==> config.mk <==
export PLATFORM = sky130hd
export DESIGN_NAME = cln_ram
export DESIGN_NICKNAME = d
export VERILOG_FILES = /design/src/assert_macros.svh /design/src/cln_ram.sv
export SDC_FILE = /design/constraint.sdc
export NUM_CORES = 2
export LEC_CHECK = 0
export BUFFER_PORTS_ARGS = -buffer_cell sky130_fd_sc_hd__clkbuf_2
export CORE_MARGIN = 2
export CORE_UTILIZATION = 35
export DETAILED_ROUTE_END_ITERATION = 8
export PLACE_DENSITY = 0.54
export SLEW_MARGIN = 20
export SYNTH_ARGS = -nofsm -noshare
export SYNTH_HDL_FRONTEND = slang
export SYNTH_SLANG_ARGS = --single-unit
==> constraint.sdc <==
create_clock -name clock -period 4.18 [get_ports clock]
set_input_delay 0.627 -clock clock [delete_from_list [all_inputs] [get_ports clock]]
set_output_delay 0.627 -clock clock [all_outputs]
set_load 0.02 [all_outputs]
==> src/assert_macros.svh <==
// Assertion macros for the RTL of the column L2 normalizer.
// Defining NO_ASSERTIONS compiles every use down to nothing.
`ifndef ASSERT_MACROS_SVH
`define ASSERT_MACROS_SVH

`ifndef NO_ASSERTIONS

`define CLN_ASSERT_IMPL(label, clk, rst, ante, cons) \
   label: assert property (@(posedge clk) disable iff (rst) (ante) |-> (cons)) \
      else $error("same-cycle implication failed");

`define CLN_ASSERT_NEXT(label, clk, rst, ante, cons) \
   label: assert property (@(posedge clk) disable iff (rst) (ante) |=> (cons)) \
      else $error("next-cycle implication failed");

`else

`define CLN_ASSERT_IMPL(label, clk, rst, ante, cons)

`define CLN_ASSERT_NEXT(label, clk, rst, ante, cons)

`endif

`endif

==> src/cln_ram.sv <==
// Generic single-clock RAM with one write port and one registered read port.
// It depends on nothing.
`default_nettype none

module cln_ram #(
   parameter int  WIDTH = 16,
   parameter int  DEPTH = 256,
   localparam int AW    = (DEPTH > 1) ? $clog2(DEPTH) : 1
) (
   input  wire  logic             clock,
   input  wire  logic             wr_en,
   input  wire  logic [AW-1:0]    wr_addr,
   input  wire  logic [WIDTH-1:0] wr_data,
   input  wire  logic             rd_en,
   input  wire  logic [AW-1:0]    rd_addr,
   output logic       [WIDTH-1:0] rd_data
);

   logic [WIDTH-1:0] mem [DEPTH];

   always_ff @(posedge clock) begin
      if (wr_en) begin
         mem[wr_addr] <= wr_data;
      end
   end

   always_ff @(posedge clock) begin
      if (rd_en) begin
         rd_data <= mem[rd_addr];
      end
   end

endmodule

`default_nettype wire

==> results.md <==
- Primary FF master, synth: edfxtp_1
- Crit end category: flip-flop
- Die area: 459000 um^2
- Crit path from: rd_addr[1]
- # hold bufs at CTS: 0
- Clock share of power: 0.418
- Startpoint Class: input port
- Top cells by area, synth: edfxtp_1 (78%), mux4_2 (11%), mux2i_1 (3.6%), o221ai_1 (1.4%), nor2_1 (0.72%)
- FILL cells: 39753
- R2r startpoint: mem[10][10]$_DFFE_PP_
- Post-synth top area cell: edfxtp_1
- First-pass GRT wire length: 625000 um
- Post-synth EDFFs: 4112
- Logic pwr share: 0.053
- Syn nets: between 7000 and 8000
- GP Congestion: 0.842
- Wire per inst: 31.1 um
- Slew HR: 0.133
- Residual DRC: 0
- Share of power burned in registers: 0.529
- Maximum clock frequency: 314 MHz
- DRT Pass-1 Iters: 6
- YS warnings: 0
- Area growth from synthesis to final layout: 15.7%
- Unrepaired setup endpoints after global routing: false
- Worst Path Arrival: 3850 ps
- Proportion of netlist area held by the largest area contributor: 0.777
- Number of global-route vias before repair: 79237
- DR top layer: met5
- Routed via count: 79183
- CTS Buf Count: 408
- Internal: 0.0676 W
- Drt total wl: about 450000 um
- First-iteration detailed-routing DRC count: 9718
- Largest net degree at the start of global routing: ~120
- H-tree Lvls: 5
- Synth cell types: 51
- Net Sw Power: 0.0185 W
- Longest Clk Path Bufs: 4
- Share of post-route cells with drive strength above 1: 0.277
- Final Hold Fails: 0
- Initial antenna violation count: 37
- Number of post-CTS setup repair buffers: 0
- Worst vdd rail ir drop: 0.460 mV
- Async S/R FF share, synth: 0
- CTS tree: yes
- Minimum clock period: roughly 3200 ps
- Final Core Density: 0.406
- Max Slew Vio Count: 0
- Worst Setup Path Type: in -> reg
- Area of the mapped netlist: between 150000 and 200000 um^2
- Register area share after synthesis: 0.777
- Max Cap Viol: 0
- Initial core utilization: 0.351
- Non-Filler Instances: 14372
- Routed wl met2: 217000 um
- Grt ovf: 0
- Hold Crit Start: wr_data[7]
- Total power: 0.0860 W
- IO Pins: approximately 50
- Crit path max fanout: 36
- Clk_lat worst skew: 970 ps
- ANT nets after route: 0
- Dpl hpwl: 276000 um
- Status: finished, final reports clean
- # rows: 247
- CP required: ~4900 ps
- Placed Cells: 13626
- Synth Register Bits: 4112
- Leakage: 58.1 nW
- Port Buf Inserts: 50
- Clock skew: 55.2 ps
- Vias per cell: roughly 5.5
- Switch share: 0.215
- Final period util: 0.762
- Core Area: 452000 um^2
- Nets: 8096
- Average cell area after synthesis: roughly 22 um^2
- Gr usage total: 0.190
- CTS clock-pin slew for the worst setup and hold paths: 60 ps
- Root buffer cell: clkbuf_16
- # resized after CTS: 0
- Hold Crit Class: in -> reg
- Wire length on met3: 32200 um
- Cell count after synthesis: 7360
- Sink Count: 4112
- Horiz. Die Dim: 678 um
- Metal1 wirelength: 186000 um
- Die height: between 600 and 700 um
- Count of final setup violators: 0
- Power Density: 468 nW/um^2
- Worst-Margin Slew: 1300 ps
[flip-flops by register name (all words and copies together) (netlist names)]
| signal | count |
|---|---|
| mem | 4096 |
| rd_data | 16 |
[area by class of cell]
class                      count  area [um^2]  share of cell area
antenna                        7         17.5           0.0000953
inverter                       4         27.5            0.000150
multi-input combinational   2792        33100               0.180
clock buffer                 496        10800              0.0585
tap                         5976         7480              0.0407
sequential                  4112       123000               0.672
clock inverter               242         2220              0.0121
timing repair buffer         743         6760              0.0368
[cells in the mapped netlist (16+ instances only)]
library cell and number:
nand3_1 35, nand2_1 38, nor2_1 304, a22o_1 32
buf_1 27, buf_2 76, nand4_1 26, clkbuf_1 230
o221ai_1 252, o22ai_1 148, buf_6 77, o21ai_0 37
a22oi_1 43, o32ai_1 20, nor3_1 92, nor4_1 17
mux2i_1 565, edfxtp_1 4112, a221oi_1 28, a21oi_1 175
buf_4 26, a211oi_1 18, o31ai_1 16, mux4_2 797
mux2_2 88
[power groups by stage]
| stage | clock, W | sequential [W] | combinational (W) |
|---|---|---|---|
| 6_report | 0.0359 | 0.0455 | 0.00455 |
| 5_1_grt | 0.0382 | 0.0455 | 0.00476 |
| 3_3_place_gp | 0 | 0.0464 | 0.00451 |
| 3_5_place_dp | 0 | 0.0464 | 0.00458 |
| 2_1_floorplan | 0 | 0.0464 | 0.00224 |
| 4_1_cts | 0.0366 | 0.0456 | 0.00459 |
[through the flow]
| step | worst slack, ps | hold WS [ps] | setup TNS (ps) | area, um^2 |
|---|---|---|---|---|
| 2_1_floorplan | 1300 | 726 | 0 | 159000 |
| 3_3_place_gp | -63.3 | 1130 | -135 | 171000 |
| 3_5_place_dp | 11.1 | 1150 | 0 | 171000 |
| 4_1_cts | 1060 | 98.4 | 0 | 184000 |
| 5_1_grt | 977 | 13.4 | 0 | 184000 |
| 6_report | 994 | 62.3 | 0 | 184000 |
[cell families (layout without fill, tap and decap cells)]
logic type | after synthesis | in the layout | share of synthesized area
buffers and inverters | 456 | 1485 | 0.0169
other | 0 | 7 | 0
muxes | 1450 | 1450 | 0.155
DFF | 4112 | 4112 | 0.777
and+or+nand+nor | 556 | 556 | 0.0157
AOI/OAI and AO/OA | 786 | 786 | 0.0353
[cell usage in the layout, fill, tap and decap left out, types with 18 or more instances in the layout]
cell       count
o21ai_0       37
nor3_1        88
buf_12        88
edfxtp_1    4112
clkinv_1      91
a221oi_1      28
nor2_2        94
nor2_1       207
mux2i_1      565
buf_4        606
clkinv_2      76
clkbuf_16    418
bufinv_16     36
nand4_1       26
a22o_1        32
mux2_2        88
a22oi_1       43
clkbuf_1      78
mux4_2       797
a21oi_1      175
a211oi_1      18
nand3_1       26
clkbuf_2      29
o22ai_1      148
o32ai_1       20
o221ai_1     252
nand2_1       38
[final timing paths]
path / depth (start not counted) / slack [ps] / to
max: 10 / 990 / rd_data[10]$_DFFE_PP_
min: 1 / 60 / mem[185][7]$_DFFE_PP_
max reg2reg: 7 / 1130 / rd_data[10]$_DFFE_PP_
min reg2reg: 6 / 1210 / rd_data[10]$_DFFE_PP_
[worst max-delay path: stages]
cell	delay [ps]
buf_8	340
buf_12	250
buf_12	250
mux4_2	350
mux2_2	280
a22oi_1	440
nand2_1	310
o32ai_1	590
buf_4	240
nor4_1	60
[layer usage]
metal / up-vias / global-route usage
met4: 12 / 0.0490
met2: 2979 / 0.313
met3: 537 / 0.0330
li1: 32701 / -
met1: 42954 / 0.262
met5: - / 0
Note: power is estimated with default switching activity, not from simulation.
