$ cat config.mk
export PLATFORM = sky130hd
export DESIGN_NAME = cln_norm_div
export DESIGN_NICKNAME = d
export VERILOG_FILES = /design/src/assert_macros.svh /design/src/cln_pkg.sv /design/src/cln_norm_div.sv
export SDC_FILE = /design/constraint.sdc
export NUM_CORES = 1
export LEC_CHECK = 0
export ABC_AREA = 1
export ABC_CLOCK_PERIOD_IN_PS = 3450
export BUFFER_PORTS_ARGS = -buffer_cell sky130_fd_sc_hd__buf_2
export CORE_ASPECT_RATIO = 1.4
export CORE_UTILIZATION = 54
export DETAILED_ROUTE_END_ITERATION = 7
export PLACE_DENSITY_LB_ADDON = 0.05
export SLEW_MARGIN = 20
export SYNTH_ARGS = -nofsm -noshare
export SYNTH_HDL_FRONTEND = slang
export SYNTH_SLANG_ARGS = --single-unit
$ cat constraint.sdc
create_clock -name clock -period 3.45 [get_ports clock]
set_input_delay 0.345 -clock clock [delete_from_list [all_inputs] [get_ports clock]]
set_output_delay 0.345 -clock clock [all_outputs]
set_load 0.01 [all_outputs]
$ cat src/assert_macros.svh
// Assertion macros for the RTL of the column L2 normalizer.
// Defining NO_ASSERTIONS compiles every use down to nothing.
`ifndef ASSERT_MACROS_SVH
`define ASSERT_MACROS_SVH

`ifndef NO_ASSERTIONS

`define CLN_ASSERT_IMPL(label, clk, rst, ante, cons) \
   label: assert property (@(posedge clk) disable iff (rst) (ante) |-> (cons)) \
      else $error("same-cycle implication failed");

`define CLN_ASSERT_NEXT(label, clk, rst, ante, cons) \
   label: assert property (@(posedge clk) disable iff (rst) (ante) |=> (cons)) \
      else $error("next-cycle implication failed");

`else

`define CLN_ASSERT_IMPL(label, clk, rst, ante, cons)

`define CLN_ASSERT_NEXT(label, clk, rst, ante, cons)

`endif

`endif

$ cat src/cln_pkg.sv
// Package of the column L2 normalizer: payload types, codes and widths.
// It depends on nothing; cln_norm_div and the core import it.
`default_nettype none

package cln_pkg;

   localparam int MAX_ROWS_DEF = 256;
   localparam int MAX_COLS_DEF = 64;

   localparam int ELEM_W     = 16;
   localparam int SUM_W      = 40;
   localparam int SQ_W       = 32;
   localparam int NORM_W     = 20;
   localparam int QUO_W      = 16;
   localparam int ROOT_STEPS = 20;
   localparam int STEP_CNT_W = 5;

   localparam int ROWS_W     = 9;
   localparam int COLS_W     = 7;
   localparam int CSR_IDX_W  = 1;
   localparam int CSR_DATA_W = 9;

   localparam logic [ROWS_W-1:0] ROWS_RESET = 9'd256;
   localparam logic [COLS_W-1:0] COLS_RESET = 7'd64;

   localparam logic [CSR_IDX_W-1:0] CSR_ROWS_IN_USE = 1'd0;
   localparam logic [CSR_IDX_W-1:0] CSR_COLS_IN_USE = 1'd1;

   localparam logic [1:0] FUNC_LOAD  = 2'd0;
   localparam logic [1:0] FUNC_READ  = 2'd1;
   localparam logic [1:0] FUNC_CLEAR = 2'd2;

   localparam logic [1:0] STATUS_OK        = 2'd0;
   localparam logic [1:0] STATUS_ZERO_NORM = 2'd1;
   localparam logic [1:0] STATUS_RANGE     = 2'd2;

   localparam logic [QUO_W-1:0] Q15_MAX     = 16'h7FFF;
   localparam logic [QUO_W-1:0] Q15_MIN     = 16'h8000;
   localparam logic [QUO_W-1:0] Q15_NEG_MAG = 16'h8000;

   typedef struct packed {
      logic [1:0]               func;
      logic [7:0]               row_index;
      logic [5:0]               col_index;
      logic signed [ELEM_W-1:0] element_value;
   } req_type;

   typedef struct packed {
      logic signed [QUO_W-1:0] normalized_value;
      logic [1:0]              status;
   } rsp_type;

   typedef struct packed {
      logic              start;
      logic [SUM_W-1:0]  sum;
      logic [ELEM_W-1:0] element;
   } nd_req_type;

   typedef struct packed {
      logic             done;
      logic [QUO_W-1:0] value;
   } nd_rsp_type;

endpackage

`default_nettype wire

$ cat src/cln_norm_div.sv
// Bit-serial norm unit: square root of a column sum, two radicand bits per
// cycle, then a restoring divide of the element by that norm, one quotient
// bit per cycle, with Q1.15 saturation. Depends on cln_pkg.
`default_nettype none

module cln_norm_div import cln_pkg::*; (
   input  wire  logic       clock,
   input  wire  logic       reset,
   input  wire  nd_req_type nd_req,
   output nd_rsp_type       nd_rsp
);

   typedef enum logic [3:0] {
      ND_IDLE = 4'b0001,
      ND_ROOT = 4'b0010,
      ND_DIV  = 4'b0100,
      ND_DONE = 4'b1000
   } nd_state_type;

   localparam logic [STEP_CNT_W-1:0] ROOT_LAST = STEP_CNT_W'(ROOT_STEPS - 1);
   localparam logic [STEP_CNT_W-1:0] DIV_LAST  = STEP_CNT_W'(QUO_W - 1);

   nd_state_type state_ff, state_in;

   logic [SUM_W-1:0]      rad_ff, rad_in;
   logic [NORM_W+1:0]     rem_ff, rem_in;
   logic [NORM_W-1:0]     root_ff, root_in;
   logic [NORM_W-1:0]     drem_ff, drem_in;
   logic [QUO_W-1:0]      dsh_ff, dsh_in;
   logic [QUO_W-1:0]      q_ff, q_in;
   logic [ELEM_W-1:0]     mag_ff, mag_in;
   logic                  neg_ff, neg_in;
   logic [STEP_CNT_W-1:0] cnt_ff, cnt_in;

   logic [NORM_W+3:0] rem_t;
   logic [NORM_W+3:0] trial;
   logic              root_ge;
   logic [NORM_W:0]   div_t;
   logic [NORM_W:0]   div_d;
   logic              div_ge;
   logic              ovf;
   logic [QUO_W-1:0]  value;
   logic [ELEM_W-1:0] elem_mag;

   always_comb begin
      elem_mag = nd_req.element[ELEM_W-1] ? (~nd_req.element + ELEM_W'(1)) : nd_req.element;

      rem_t   = {rem_ff, rad_ff[SUM_W-1 -: 2]};
      trial   = {2'b00, root_ff, 2'b01};
      root_ge = (rem_t >= trial);

      div_t  = {drem_ff, dsh_ff[QUO_W-1]};
      div_d  = {1'b0, root_ff};
      div_ge = (div_t >= div_d);

      ovf = ({{(NORM_W + 1 - ELEM_W){1'b0}}, mag_ff} >= {root_ff, 1'b0});
      if (neg_ff) begin
         value = (ovf || (q_ff > Q15_NEG_MAG)) ? Q15_MIN : (~q_ff + QUO_W'(1));
      end else begin
         value = (ovf || q_ff[QUO_W-1]) ? Q15_MAX : q_ff;
      end
   end

   always_comb begin
      state_in = state_ff;
      rad_in   = rad_ff;
      rem_in   = rem_ff;
      root_in  = root_ff;
      drem_in  = drem_ff;
      dsh_in   = dsh_ff;
      q_in     = q_ff;
      mag_in   = mag_ff;
      neg_in   = neg_ff;
      cnt_in   = cnt_ff;

      unique case (state_ff)
         ND_IDLE: begin
            if (nd_req.start) begin
               rad_in   = nd_req.sum;
               rem_in   = '0;
               root_in  = '0;
               mag_in   = elem_mag;
               neg_in   = nd_req.element[ELEM_W-1];
               cnt_in   = ROOT_LAST;
               state_in = ND_ROOT;
            end
         end
         ND_ROOT: begin
            rad_in  = {rad_ff[SUM_W-3:0], 2'b00};
            rem_in  = root_ge ? (NORM_W+2)'(rem_t - trial) : rem_t[NORM_W+1:0];
            root_in = {root_ff[NORM_W-2:0], root_ge};
            cnt_in  = cnt_ff - STEP_CNT_W'(1);
            if (cnt_ff == '0) begin
               // The divide starts with the dividend's bits above bit 15 in
               // its remainder; the element sits fifteen places up.
               drem_in  = {{(NORM_W - ELEM_W + 1){1'b0}}, mag_ff[ELEM_W-1:1]};
               dsh_in   = {mag_ff[0], {(QUO_W - 1){1'b0}}};
               q_in     = '0;
               cnt_in   = DIV_LAST;
               state_in = ND_DIV;
            end
         end
         ND_DIV: begin
            drem_in = div_ge ? NORM_W'(div_t - div_d) : div_t[NORM_W-1:0];
            dsh_in  = {dsh_ff[QUO_W-2:0], 1'b0};
            q_in    = {q_ff[QUO_W-2:0], div_ge};
            cnt_in  = cnt_ff - STEP_CNT_W'(1);
            if (cnt_ff == '0) begin
               state_in = ND_DONE;
            end
         end
         ND_DONE: begin
            state_in = ND_IDLE;
         end
         default: begin
            state_in = ND_IDLE;
         end
      endcase
   end

   always_ff @(posedge clock) begin
      if (reset) begin
         state_ff <= ND_IDLE;
      end else begin
         state_ff <= state_in;
      end
   end

   always_ff @(posedge clock) begin
      rad_ff  <= rad_in;
      rem_ff  <= rem_in;
      root_ff <= root_in;
      drem_ff <= drem_in;
      dsh_ff  <= dsh_in;
      q_ff    <= q_in;
      mag_ff  <= mag_in;
      neg_ff  <= neg_in;
      cnt_ff  <= cnt_in;
   end

   assign nd_rsp.done  = (state_ff == ND_DONE);
   assign nd_rsp.value = value;

endmodule

`default_nettype wire

==> flow_summary.ini <==
[run_status]
outcome = finished, final reports clean

[route]
viasPerCell = 5.19
drt-initial-drc-count = 499
drt_wl_total_um = 27000
vias = 9459
routedWlPerCell_um = 14.8
drcViolationCount = 0
ant_nets = 0
dr.pass1.iters = 5

[power]
power_frac_seq_pct = 40.4
power.switching_mw = 1.73
clkPwrFrac_pct = 36.8
powerDensity_nw_per_um2 = 449
cellInternalPower_mw = 3.61
combPwrFrac_pct = 22.7
power.leakage_nw = 6.06
switching_share_pct = 32.4
peakVddDrop_v = 0.000287

[floorplan]
io_pins = 76
rows = 60
fp.dieH_um = 169
start_util_pct = 55.5
die_w_um = 121
die_area_sq_um = 20400
fp.coreArea_sq_um = 19300

[cts]
post_cts_buffers = 0
ctsHoldBuffers = 0
clk_pin_slew_ns = 0.06
cts_tree = built
cts_max_level = 4
worstSkewPairLatency_ns = 0.43
cts.sinks = 145
root_buffer = clkbuf_16
numCtsBuffers = 17
cts_buffer_depth = 2
ctsResizeCount = 0

[sta]
grt_setup_unrepaired = false
finalHoldViolations = 0
tightest_slew_ns = 1.00
setup_violations = 0
finalSetupTns_ns = 0
period_needed_ns = 3.16
period_share_pct = 91.6
slew_violations = 0
finClkSkew_ns = 0.0106
slew_headroom_pct = 33.0
fmax_ghz = 0.316

[synthesis]
synth_cell_types = 43
synth-edff-count = 141
syn_inst = 1492
ys_warn_count = 0
synthArstFlopShare_pct = 0
synth_flop_cell = edfxtp_1
synth_area_sq_um = 10700
synth_nets = 1612
yosysSeqAreaShare_pct = 40.3
avgSynthCellArea_sq_um = 7.18
ys_seq_elements = 145

[global_route]
grt_antenna_before_repair = 0
grt.total_usage_pct = 27.5
grt_pass1_vias = 9052
overflow = 0
grt_start_max_net_pins = 67
grt_pass1_wl_um = 43500

[place]
dpl.cell_count = 1789
hpwlAfterDp_um = 20200
port-buffer-count = 75
gp_congestion = 0.934

[finish]
multi_input_area_sq_um = 5390
fill_cells = 1804
layout-drive-gt1-share_pct = 9.73
area_growth_pct = 11.1
antenna_cells = 0
final_nets = 1680
final_util_pct = 61.7
final_cells = 1821
seq_area_sq_um = 4310

[setup_path]
criticalPathCategory = reg2out
cp_max_fo = 18
arrival_ns = 2.82
cp.required_ns = 3.11
reg2reg_depth = 14
endpoint_kind = output port
start_kind = flop

[worst_hold_path]
hold_path.class = in2reg
hold_path_depth = 1

[job]
max_cap_viol_count = 0
## Yosys cell counts (all sizes together), types with 2 or more instances
cell type / instances / area (sq um)
a21oi: 37 / 189
a31oi: 2 / 12.5
and2: 2 / 12.5
buf: 22 / 153
clkbuf: 11 / 41.3
dfxtp: 4 / 80.1
edfxtp: 141 / 4230
ha: 60 / 751
inv: 218 / 818
nand2: 582 / 2240
nand3: 87 / 440
nand3b: 26 / 195
nand4: 30 / 203
nor2: 183 / 731
nor3: 18 / 100
nor4: 3 / 18.8
o21ai: 24 / 124
o21bai: 4 / 30.0
xnor2: 18 / 158
xor2: 14 / 123
## metrics by stage
stage	hold WS (ns)	area (sq um)	total power [mW]	worst slack, ns
finish	0.125	11900	5.35	0.289
floorplan	0.414	10700	3.08	0.379
detailed placement	0.508	11300	3.40	0.788
CTS	0.113	11900	5.37	0.317
global placement	0.501	11300	3.39	0.789
global route	0.116	11900	5.61	0.103
## layout by cell type, fill, tap and decap left out, types with 4 or more instances in the layout
cell,instances
nand2_2,11
inv_8,7
buf_4,6
a21oi_1,36
edfxtp_1,141
clkbuf_16,17
nand2_1,567
xor2_1,14
o21ai_0,20
dfxtp_1,4
nor2_2,8
xnor2_1,18
nor2_1,173
ha_1,60
o21bai_1,4
inv_1,212
nand3_1,86
nand3b_1,26
buf_2,75
nand4_1,29
inv_2,6
nor3_1,15
## cell families after synthesis
kind of cell    Yosys count  synth area share, %
xor+xnor                 32                 2.62
fa+ha+maj                61                 7.20
simple gates            934                 37.0
compound gates           68                 3.39
flops                   145                 40.3
buf+inv                 252                 9.49
## final timing paths
check	slack, ns	startpoint	to
max	0.29	root_ff[1]	nd_rsp[0]
min	0.12	nd_req[0]	mag_ff[0]
max reg2reg	0.84	root_ff[4]	rem_ff[21]
min reg2reg	0.51	rad_ff[4]	rad_ff[6]
## registers in the layout (all words and copies together) (netlist names), 4 cells and up
name / cells
cnt_ff: 5
rad_ff: 40
root_ff: 20
q_ff: 16
rem_ff: 22
mag_ff: 16
drem_ff: 20
state_ff: 4
## critical path, stage by stage (launching register included)
cell and delay, ns:
edfxtp_1 0.42, inv_1 0.23, ha_1 0.29, nand2_1 0.07
nand2_1 0.07, nand2_1 0.07, nand2_1 0.05, nand3_1 0.08
nand2_1 0.07, nor2_2 0.52, nand3_1 0.18, o21ai_0 0.18
buf_2 0.15
## power groups by stage
stage          Combinational (mW)  Sequential [mW]  Clock (mW)
2_1_floorplan               0.913             2.17           0
3_3_place_gp                 1.20             2.20           0
3_5_place_dp                 1.20             2.20           0
4_1_cts                      1.21             2.16        2.00
5_1_grt                      1.38             2.17        2.06
6_report                     1.22             2.16        1.97
## final cells by class
type | count | share of cell area (%)
repair buffers | 82 | 3.70
inverters | 219 | 6.91
clock buffers | 18 | 3.61
multi-input cells | 1095 | 45.3
well taps | 248 | 2.61
clock inverters | 14 | 1.57
flip-flops and latches | 145 | 36.3
## routing by layer
metal  global-route usage (%)  share of wire [%]  wire length (um)  up-vias
met4                     16.7                5.1              1380        0
met1                     31.7                 41             11100     4280
li1                         -                  -                 -     4882
met3                     3.27                2.9               787       81
met5                        0                  0                 0        -
met2                     48.3                 51             13800      216
(Power assumes the default switching activity.)
